[src/rtl/ctes_pkg.sv]
// Shared types and constants for the civil time to epoch seconds converter.
// Depends on nothing; every other file imports it.
package ctes_pkg;

    // Field widths.
    localparam int YEAR_BITS = 16;
    localparam int CFG_BITS  = 16;
    localparam int OUT_BITS  = 41;
    localparam int TOD_BITS  = 19;   // time of day plus zone shift, signed

    localparam logic signed [CFG_BITS-1:0] FLOOR_RESET = 16'sd1970;

    // Era split: the shifted year u = y + ERA_OFFSET is never negative.
    // u/400 is computed as (u>>4)/25 with a reciprocal multiply.
    localparam int    U_BITS      = YEAR_BITS + 1;
    localparam int    N_BITS      = U_BITS - 4;
    localparam int    RECIP_SHIFT = N_BITS + 5;
    localparam int    RECIP_BITS  = N_BITS + 1;
    localparam int    PROD_BITS   = N_BITS + RECIP_BITS;
    localparam int    Q_BITS      = N_BITS - 4;
    localparam longint RECIP      = (longint'(1) << RECIP_SHIFT) / 25;
    localparam longint ERA_K      = ((longint'(1) << (YEAR_BITS - 1)) + 400) / 400;
    localparam longint ERA_OFFSET = ERA_K * 400;

    // Day count.
    localparam int    YOE_BITS     = 9;
    localparam int    DOY_BITS     = 10;  // signed, day zero gives -1
    localparam int    DOE_BITS     = 19;  // signed
    localparam int    EP_BITS      = Q_BITS + 18;
    localparam int    DAY_BITS     = EP_BITS + 2;
    localparam longint DAYS_PER_ERA = 146097;
    localparam longint DAY_BIAS     = ERA_K * DAYS_PER_ERA + 719468;

    // Seconds: 86400 = 675 * 128.
    localparam int    DAY_SCALE   = 675;
    localparam int    DAY_SHIFT   = 7;
    localparam int    SCALE_BITS  = DAY_BITS + 10;
    localparam int    SUM_BITS    = SCALE_BITS + DAY_SHIFT + 1;
    localparam longint OUT_MAX    = (longint'(1) << (OUT_BITS - 1)) - 1;
    localparam longint OUT_MIN    = -OUT_MAX - 1;

    // Result status codes.
    localparam logic STATUS_OK    = 1'b0;
    localparam logic STATUS_FLOOR = 1'b1;

    typedef struct packed {
        logic signed [YEAR_BITS-1:0] year;
        logic [3:0]                  month;
        logic [4:0]                  day;
        logic [4:0]                  hour;
        logic [5:0]                  minute;
        logic [5:0]                  second;
        logic signed [11:0]          zone_offset;
        logic                        zone_given;
    } ctes_in_t;

    typedef struct packed {
        logic signed [OUT_BITS-1:0] epoch_seconds;
        logic                       status;
    } ctes_out_t;

    // Day of the computing year at which a March-based month starts:
    // (153 * mp + 2) / 5.
    function automatic logic [8:0] doy_base(input logic [3:0] mp);
        logic [8:0] base;
        case (mp)
            4'd0:    base = 9'd0;
            4'd1:    base = 9'd31;
            4'd2:    base = 9'd61;
            4'd3:    base = 9'd92;
            4'd4:    base = 9'd122;
            4'd5:    base = 9'd153;
            4'd6:    base = 9'd184;
            4'd7:    base = 9'd214;
            4'd8:    base = 9'd245;
            4'd9:    base = 9'd275;
            4'd10:   base = 9'd306;
            4'd11:   base = 9'd337;
            4'd12:   base = 9'd367;
            4'd13:   base = 9'd398;
            4'd14:   base = 9'd428;
            default: base = 9'd459;
        endcase
        return base;
    endfunction

endpackage

[src/rtl/civil_to_epoch_seconds.sv]
// Top level of the civil time to epoch seconds converter: a seven-stage pipeline.
// Depends on ctes_pkg for the payload types, widths and the month table.
//
//   channel   direction   handshake              payload
//   s_        in          s_valid / s_ready      ctes_in_t  (one wall-clock reading)
//   m_        out         m_valid / m_ready      ctes_out_t (seconds and status)
//   cfg_      in          cfg_wr_en only         min_year, 16 bits signed
//
// One item enters per cycle while the output is free or taken. The accepting edge
// loads stage one; the item then moves through stages two to six into the output
// register, where m_valid rises. The depth is set by the divide-by-400 reciprocal
// multiply and the wide multiplies by 146097 and 675, each followed by a register.
// aresetn is synchronous and active low; it clears all valid bits and loads
// the earliest accepted year with 1970. When the output item is not taken, the
// whole pipeline holds and s_ready drops in the same cycle, so no item is
// dropped or repeated.
module civil_to_epoch_seconds (
    input  logic                                  aclk,
    input  logic                                  aresetn,
    input  logic                                  s_valid,
    output logic                                  s_ready,
    input  ctes_pkg::ctes_in_t                    s_data,
    output logic                                  m_valid,
    input  logic                                  m_ready,
    output ctes_pkg::ctes_out_t                   m_data,
    input  logic                                  cfg_wr_en,
    input  logic signed [ctes_pkg::CFG_BITS-1:0]  cfg_wr_data
);
    import ctes_pkg::*;

    localparam int CMP_BITS = (YEAR_BITS > CFG_BITS) ? YEAR_BITS : CFG_BITS;

    // The pipeline moves as a whole whenever the output register is empty or being taken.
    logic advance;
    assign advance = !m_valid || m_ready;
    assign s_ready = advance;

    // Configuration register.
    logic signed [CFG_BITS-1:0] min_year_reg;

    always_ff @(posedge aclk) begin
        if (!aresetn) begin
            min_year_reg <= FLOOR_RESET;
        end else if (cfg_wr_en) begin
            min_year_reg <= cfg_wr_data;
        end
    end

    // Valid bits of stages one to six; stage seven is m_valid itself.
    logic [5:0] valid_reg;
    logic       m_valid_reg;

    always_ff @(posedge aclk) begin
        if (!aresetn) begin
            valid_reg   <= '0;
            m_valid_reg <= 1'b0;
        end else if (advance) begin
            valid_reg   <= {valid_reg[4:0], s_valid};
            m_valid_reg <= valid_reg[5];
        end
    end
    assign m_valid = m_valid_reg;

    // Stage 1: floor check, computing-year shift, month index, time of day.
    logic                          fail1_reg, fail1_next;
    logic [U_BITS-1:0]             u1_reg, u1_next;
    logic [3:0]                    mp1_reg, mp1_next;
    logic [4:0]                    day1_reg;
    logic signed [TOD_BITS-1:0]    tod1_reg, tod1_next;

    logic signed [CMP_BITS-1:0]    year_cmp;
    logic signed [CMP_BITS-1:0]    floor_cmp;
    logic                          early_month;
    logic signed [YEAR_BITS+1:0]   year_shift;
    logic signed [TOD_BITS-1:0]    zone_secs;

    always_comb begin
        year_cmp    = CMP_BITS'(s_data.year);
        floor_cmp   = CMP_BITS'(min_year_reg);
        fail1_next  = (year_cmp < floor_cmp);
        // January, February and the unchecked month zero belong to the
        // computing year that started the March before.
        early_month = (s_data.month <= 4'd2);
        year_shift  = (YEAR_BITS+2)'(s_data.year) - (YEAR_BITS+2)'(early_month)
                      + (YEAR_BITS+2)'(ERA_OFFSET);
        u1_next     = year_shift[U_BITS-1:0];
        mp1_next    = early_month ? (s_data.month + 4'd9) : (s_data.month - 4'd3);
        zone_secs   = s_data.zone_given
                      ? TOD_BITS'(s_data.zone_offset) * TOD_BITS'(60) : '0;
        tod1_next   = TOD_BITS'(s_data.hour) * TOD_BITS'(3600)
                      + TOD_BITS'(s_data.minute) * TOD_BITS'(60)
                      + TOD_BITS'(s_data.second) + zone_secs;
    end

    always_ff @(posedge aclk) begin
        if (advance) begin
            fail1_reg <= fail1_next;
            u1_reg    <= u1_next;
            mp1_reg   <= mp1_next;
            day1_reg  <= s_data.day;
            tod1_reg  <= tod1_next;
        end
    end

    // Stage 2: reciprocal multiply for u/400 and the day of the computing year.
    logic                          fail2_reg;
    logic [PROD_BITS-1:0]          prod2_reg, prod2_next;
    logic [N_BITS-1:0]             n2_reg;
    logic [3:0]                    low2_reg;
    logic signed [DOY_BITS-1:0]    doy2_reg, doy2_next;
    logic signed [TOD_BITS-1:0]    tod2_reg;

    always_comb begin
        prod2_next = PROD_BITS'(u1_reg[U_BITS-1:4]) * PROD_BITS'(RECIP);
        doy2_next  = $signed({1'b0, doy_base(mp1_reg)}) + $signed({5'b0, day1_reg})
                     - DOY_BITS'(1);
    end

    always_ff @(posedge aclk) begin
        if (advance) begin
            fail2_reg <= fail1_reg;
            prod2_reg <= prod2_next;
            n2_reg    <= u1_reg[U_BITS-1:4];
            low2_reg  <= u1_reg[3:0];
            doy2_reg  <= doy2_next;
            tod2_reg  <= tod1_reg;
        end
    end

    // Stage 3: the quotient estimate is exact or one short; fix it and form
    // the year of the era.
    logic                          fail3_reg;
    logic [Q_BITS-1:0]             q3_reg, q3_next;
    logic [YOE_BITS-1:0]           yoe3_reg, yoe3_next;
    logic signed [DOY_BITS-1:0]    doy3_reg;
    logic signed [TOD_BITS-1:0]    tod3_reg;

    logic [Q_BITS-1:0]             q_est;
    logic [N_BITS-1:0]             rem_full;
    logic [5:0]                    rem;
    logic [4:0]                    rem_fixed;

    always_comb begin
        q_est    = prod2_reg[PROD_BITS-1:RECIP_SHIFT];
        rem_full = n2_reg - N_BITS'(q_est) * N_BITS'(25);
        rem      = rem_full[5:0];
        if (rem >= 6'd25) begin
            q3_next   = q_est + Q_BITS'(1);
            rem_fixed = 5'(rem - 6'd25);
        end else begin
            q3_next   = q_est;
            rem_fixed = rem[4:0];
        end
        yoe3_next = {rem_fixed, low2_reg};
    end

    always_ff @(posedge aclk) begin
        if (advance) begin
            fail3_reg <= fail2_reg;
            q3_reg    <= q3_next;
            yoe3_reg  <= yoe3_next;
            doy3_reg  <= doy2_reg;
            tod3_reg  <= tod2_reg;
        end
    end

    // Stage 4: days of the whole eras and the day of the era.
    logic                          fail4_reg;
    logic [EP_BITS-1:0]            eprod4_reg, eprod4_next;
    logic signed [DOE_BITS-1:0]    doe4_reg, doe4_next;
    logic signed [TOD_BITS-1:0]    tod4_reg;

    logic [14:0]                   yoe_x41;
    logic [17:0]                   doe_base;

    always_comb begin
        eprod4_next = EP_BITS'(q3_reg) * EP_BITS'(DAYS_PER_ERA);
        // yoe/100 as (yoe*41)>>12, exact for yoe below 400.
        yoe_x41     = 15'(yoe3_reg) * 15'(41);
        doe_base    = 18'(yoe3_reg) * 18'(365) + 18'(yoe3_reg[YOE_BITS-1:2])
                      - 18'(yoe_x41[14:12]);
        doe4_next   = $signed({1'b0, doe_base}) + DOE_BITS'(doy3_reg);
    end

    always_ff @(posedge aclk) begin
        if (advance) begin
            fail4_reg  <= fail3_reg;
            eprod4_reg <= eprod4_next;
            doe4_reg   <= doe4_next;
            tod4_reg   <= tod3_reg;
        end
    end

    // Stage 5: days since the epoch, removing the era offset and epoch shift.
    logic                          fail5_reg;
    logic signed [DAY_BITS-1:0]    days5_reg, days5_next;
    logic signed [TOD_BITS-1:0]    tod5_reg;

    always_comb begin
        days5_next = $signed({2'b0, eprod4_reg}) + DAY_BITS'(doe4_reg)
                     - DAY_BITS'(DAY_BIAS);
    end

    always_ff @(posedge aclk) begin
        if (advance) begin
            fail5_reg <= fail4_reg;
            days5_reg <= days5_next;
            tod5_reg  <= tod4_reg;
        end
    end

    // Stage 6: days times 675; the factor 128 is a shift in the next stage.
    logic                          fail6_reg;
    logic signed [SCALE_BITS-1:0]  scaled6_reg, scaled6_next;
    logic signed [TOD_BITS-1:0]    tod6_reg;

    always_comb begin
        scaled6_next = SCALE_BITS'(days5_reg) * SCALE_BITS'(DAY_SCALE);
    end

    always_ff @(posedge aclk) begin
        if (advance) begin
            fail6_reg   <= fail5_reg;
            scaled6_reg <= scaled6_next;
            tod6_reg    <= tod5_reg;
        end
    end

    // Stage 7: add the time of day, saturate to 41 bits, apply the floor check.
    ctes_out_t                     out_reg, out_next;
    logic signed [SUM_BITS-1:0]    sum;
    logic signed [SUM_BITS-1:0]    sat;

    always_comb begin
        sum = (SUM_BITS'(scaled6_reg) <<< DAY_SHIFT) + SUM_BITS'(tod6_reg);
        if (sum > SUM_BITS'(OUT_MAX)) begin
            sat = SUM_BITS'(OUT_MAX);
        end else if (sum < SUM_BITS'(OUT_MIN)) begin
            sat = SUM_BITS'(OUT_MIN);
        end else begin
            sat = sum;
        end
        if (fail6_reg) begin
            out_next.epoch_seconds = '0;
            out_next.status        = STATUS_FLOOR;
        end else begin
            out_next.epoch_seconds = sat[OUT_BITS-1:0];
            out_next.status        = STATUS_OK;
        end
    end

    always_ff @(posedge aclk) begin
        if (advance) begin
            out_reg <= out_next;
        end
    end
    assign m_data = out_reg;

endmodule

[config.mk]
export PLATFORM = sky130hd
export DESIGN_NAME = civil_to_epoch_seconds
export DESIGN_NICKNAME = d
export VERILOG_FILES = /design/src/rtl/ctes_pkg.sv /design/src/rtl/civil_to_epoch_seconds.sv
export SDC_FILE = /design/constraint.sdc
export NUM_CORES = 2
export LEC_CHECK = 0
export BUFFER_PORTS_ARGS = -buffer_cell sky130_fd_sc_hd__buf_2
export CAP_MARGIN = 25
export CORE_ASPECT_RATIO = 1.5
export CORE_MARGIN = 2
export CORE_UTILIZATION = 45
export DETAILED_ROUTE_END_ITERATION = 8
export GPL_TIMING_DRIVEN = 0
export PLACE_DENSITY = 0.66
export SLEW_MARGIN = 20
export SYNTH_ARGS = -nofsm -noshare
export SYNTH_HDL_FRONTEND = slang
export SYNTH_SLANG_ARGS = --single-unit
[constraint.sdc]
create_clock -name aclk -period 40.3 [get_ports aclk]
set_clock_uncertainty 0.15 [all_clocks]
set_input_delay 8.06 -clock aclk [delete_from_list [all_inputs] [get_ports aclk]]
set_output_delay 8.06 -clock aclk [all_outputs]
set_load 0.005 [all_outputs]
==> Word-level counts from Yosys, hierarchy flattened <==
Memories as Yosys holds them, arrays and structs flattened. A register that Yosys moved wholly into a read port is not among the register bits.
Index checks and enable logic that the tools add are counted.
{ "totals": {"memories": 1, "reg_bits": 400, "wordCells": 76, "rom_bits": 144, "output_inout_bits": 44} }
{ "classes": {"add_sub_neg": 18, "mux": 8, "order_cmp": 5, "mul": 9, "n_reduce_logical": 3} }
{ "memory_table": {"columns": ["name", "words", "width", "read_ports", "rd_ports_with_merged_regs", "wr", "line", "source"], "rows": [
  ["(no name shown)", 16, 9, 1, 1, 0, "ctes_pkg.sv:66", "case (mp)"]
]} }
{ "op_table": {"columns": ["operator", "n"], "rows": [
  ["$add 46x19->47", 1],
  ["$gt 47x41->1 const B", 1],
  ["$lt 47x41->1 const B", 1],
  ["$mux 41", 1],
  ["$mux 40", 1],
  ["$mul 29x11->39 const B", 1],
  ["$add 28x19->29", 1],
  ["$sub 29x25->29 const B", 1],
  ["$mul 13x14->27 const B", 1],
  ["$mul 9x18->27 const B", 1],
  ["$add 18x6->19", 1],
  ["$add 19x10->19", 1],
  ["$add 19x19->19", 1],
  ["$mul 19x4->17 const B", 1],
  ["$mux 19", 1],
  ["$add 17x12->18", 1],
  ["$add 18x7->18", 1],
  ["$mul 9x9->18 const B", 1],
  ["$sub 18x3->18", 1],
  ["$add 17x17->17 const B", 1],
  ["$sub 16x2->17", 1],
  ["$lt 16x16->1", 1],
  ["$mul 9x6->15 const B", 1],
  ["$mul 5x8->13 const B", 1],
  ["other kinds (18)", 19]
]} }

==> Depth between registers and ports, before layout <==
{ "logic_depth": {"ltp_word": 4, "mapped_depth": 41, "ltp_nobuf": 41} }

==> Worst setup path after synthesis <==
OpenSTA, ideal clock, no wires.
{ "synth_path": {"kind": "in2out", "from": "in m_ready", "to": "out s_ready", "setup_slack_ns": 13.838, "cell_stages": 4, "arrival_time_ns": 18.252, "path_cell_list": "nor2b_1 > clkbuf_1 > inv_1 > buf_1"} }
{ "synth_via": {"elab_chain_len": 1} }
{ "synth_lines": {"columns": ["item", "line", "source"], "rows": [
  ["from (decl)", "civil_to_epoch_seconds.sv:24", "input logic m_ready,"],
  ["$logic_or 1x1->1", "civil_to_epoch_seconds.sv:35", "assign advance = !m_valid || m_ready;"],
  ["to (decl)", "civil_to_epoch_seconds.sv:21", "output logic s_ready,"]
]} }
No other way between the ends.

==> Worst setup path after layout <==
Ends and elaborated chain as after synthesis.

==> metrics.md <==
| Metric | Value |
|---|---|
| CP dominant cell by count | `buf_2` |
| Largest stage delay on the critical path | `approximately 0.28 ns` |
| Max-Cap Viols | `0` |
| Initial Utilization | `0.454` |
| Distinct cells, synth | `76` |
| Total GRT Usage | `0.160` |
| Via count | `between 20,000 and 25,000` |
| Layout cells sized above 1 | `0.0725` |
| Synth Register Bits | `391` |
| I/O Buffers | `around 120` |
| Min Clock Period, post-route | `around 17 ns` |
| IO Pins | `120` |
| Sinks on Clock Net | `391` |
| Crit Reg-Reg Endpoint | `doe4_reg[18]$_DFFE_PN_` |
| Prevailing post-synth register cell | `edfxtp_1` |
| CTS Buffer Depth | `3` |
| # Post-CTS Setup Buffers | `0` |
| Final RePlAce weighted congestion | `around 0.92` |
| Yosys top cell area share | `0.306` |
| Post-CTS sizing | `0` |
| TritonRoute pass-1 iters | `4` |
| Post-synth top area cell | `edfxtp_1` |
| Post-CTS Hold Buffers | `0` |
| Number of synthesis warnings | `0` |
| Fin nets | `approximately 4,400` |
| Antenna cells | `0` |
| Unrepaired setup endpoints after global routing | `false` |
| FF-to-FF Start | `yoe3_reg[3]$_DFFE_PN_` |
| H-tree depth | `2` |
| Initial antenna violation count | `1` |
| DRC | `0` |
| Synth Instances | `roughly 3,200` |
| Synth-to-Final Area Change | `10.3%` |
| EDFF count, synth | `359` |
| TritonCTS clock tree | `built` |
| Chip Height | `roughly 350 um` |
| First-pass GRT wire length | `107 mm` |
| Vias per cell | `~5` |
| Status | `completed` |
| Endpoints failing setup | `0` |
| Seq/Total Area, Yosys | `0.324` |
| TritonCTS Buffers | `43` |
| Max reg flops | `42` |
| Arrival time worst endpoint | `9.15 ns` |
| CTS Root Cell | `clkbuf_16` |
| Die area | `80,600 um2` |
| Vias in the first global route | `roughly 23,000` |
| Antenna Violating Nets Remaining | `0` |
| Setup_tns | `0 ns` |
| Slowest CP cell | `clkbuf_1` |
| Routed Wire Length | `~62 mm` |
| Largest family of logic cells by synthesized area | `adder cells` |
| Final Cycle Share | `0.431` |
| Fmax | `between 0.05 and 0.06 GHz` |
| CP Launch Type | `primary input` |
| Crit. Startpoint | `m_ready` |
| Slew @ Worst Pin | `between 0.7 and 0.8 ns` |
| Synth Area in Compound Gates | `0.105` |
| Die Wd | `between 200 and 250 um` |
| Total global routing overflow | `0` |
| Reg2reg setup slack | `between 30 and 40 ns` |
| Row cnt | `125` |
| Synth Area in XOR/XNOR | `0.0559` |
| Post-synthesis mux area share | `0.00579` |
| Simple-gate share of the synthesized area | `0.0587` |
| Clock-pin slew on the worst setup and hold paths | `around 0.06 ns` |
| Worst skew pair latency | `0.57 ns` |
| CP Class | `in -> out` |
| Worst EP required | `about 32 ns` |
| Cells along the critical path | `buf_2, nor2b_1, clkbuf_1, inv_1, buf_2, buf_2` |
| Area of the core | `between 70,000 and 80,000 um2` |
| Hold Crit Endpoint | `tod2_reg[2]$_DFFE_PN_` |
| WHS Path Cells | `0` |
| Fillers | `a little over 7,000` |
| Detailed placement HPWL | `51.6 mm` |
| FF-to-FF path depth | `40` |
| Max FO, Critical Path | `16` |
| Post-Synth Adder-Cell Area | `0.377` |
| Synth Cell Area | `around 35,000 um2` |
| WL/cell | `between 10 and 15 um` |
| Post-synth ARST share | `0` |
| Hold Crit Class | `reg -> reg` |
| Final number of hold-violating endpoints | `0` |
| Hold wc startpoint | `tod1_reg[2]$_DFFE_PN_` |
| Pin count of the biggest net entering global routing | `36` |
| Max-slew violation count | `0` |
| Dominant cells by area after synthesis | `edfxtp_1, ha_1, fa_1, inv_1, xnor2_1` |
| Synth Area per Inst | `10.9 um2` |
| Worst slew margin | `0.462` |
| Net count after synthesis | `4,200` |
| Drt initial violations | `between 600 and 700` |
| Worst setup EP type | `output pin` |
==> synthesized netlist by cell type, drive strengths merged (4+ instances only) <==
library cell and n:
o41ai 4, o31ai 7, fa 268, a21o 88, o2111ai 6, a21oi 207, a21boi 16, nor2b 36
o311ai 4, xor2 66, a31o 7, o211ai 15, and3 14, ha 632, a31oi 18, nor3b 5
a211oi 12, nand4 13, or3 6, edfxtp 359, dfxtp 32, a2111oi 4, or2 9, clkbuf 15
nand3b 6, nand2 129, nand2b 20, and2 14, mux2i 17, buf 16, nor3 36, nand3 36
o21bai 33, nor2 92, xnor2 159, inv 654, a41oi 6, o21ai 99, o21a 17
==> cells by family after synthesis <==
family	Yosys count
DFF	391
buffers and inverters	685
muxes	20
and+or+nand+nor	427
adders and majority gates	900
AOI/OAI and AO/OA	576
xor gates and xnor gates	225
==> how the worst max path moves through the flow <==
stage,to,slack (ns)
2_1_floorplan,s_ready,13.84
5_1_grt,s_ready,22.80
3_3_place_gp,s_ready,8.34
6_report,s_ready,22.94
4_1_cts,s_ready,22.91
3_5_place_dp,s_ready,22.92
==> layer usage <==
metal,GRT usage,wire (um),vias up
met5,0,0,-
met4,0.0565,2070,0
met3,0.0200,1520,118
met2,0.325,34900,246
met1,0.163,23300,10500
li1,-,-,11300
==> per-stage QoR <==
stage / cell area, um2 / std cells / setup WS (ns) / hold WS [ns] / util
5_1_grt: 38900 / 4451 / 22.80 / 0.247 / 0.501
3_5_place_dp: 37400 / 4370 / 22.92 / 0.255 / 0.482
2_1_floorplan: 35200 / 3224 / 13.84 / 0.250 / -
3_3_place_gp: 37100 / 4357 / 8.34 / 0.250 / 0.478
4_1_cts: 38900 / 4450 / 22.91 / 0.247 / 0.501
6_report: 38900 / 4451 / 22.94 / 0.248 / 0.501
==> area by class of cell <==
type,instances,area [um2],area share
repair buffers,131,883,0.0227
inverters,654,2450,0.0631
plain buffers,31,160,0.00412
flip-flops and latches,391,11400,0.294
clock buffers,53,1170,0.0300
well taps,1016,1270,0.0327
multi-input cells,2148,21200,0.545
clock inverters,27,322,0.00827
==> worst max-delay path, delay by kind of cell <==
kind / cells / cell delay [ns]
buf+inv: 5 / 0.99
simple gates: 1 / 0.09
==> layout by cell type (no fill, tap or decap), types with 6 or more instances in the layout <==
cell type	n
a21o_1	88
mux2i_1	17
buf_12	10
dfxtp_1	32
xnor2_1	159
o31ai_1	7
clkbuf_1	22
or2_2	9
o21a_1	17
fa_1	268
and2_1	14
o21ai_0	96
nand2_1	129
edfxtp_1	359
a211oi_1	12
clkbuf_16	45
o21bai_1	32
ha_1	632
o211ai_1	15
a31oi_1	18
o2111ai_1	6
a21oi_1	203
nand3_1	36
xor2_1	66
nand2b_1	20
a21boi_0	16
a31o_2	6
nand4_1	13
nor2_1	92
nand3b_1	6
or3_1	6
nor3_1	36
buf_2	128
and3_1	14
nor2b_1	36
inv_1	654
Power is left out: the tool's default activity adds up to more than one toggle a clock period on the data nets, which glitch-free logic cannot reach.
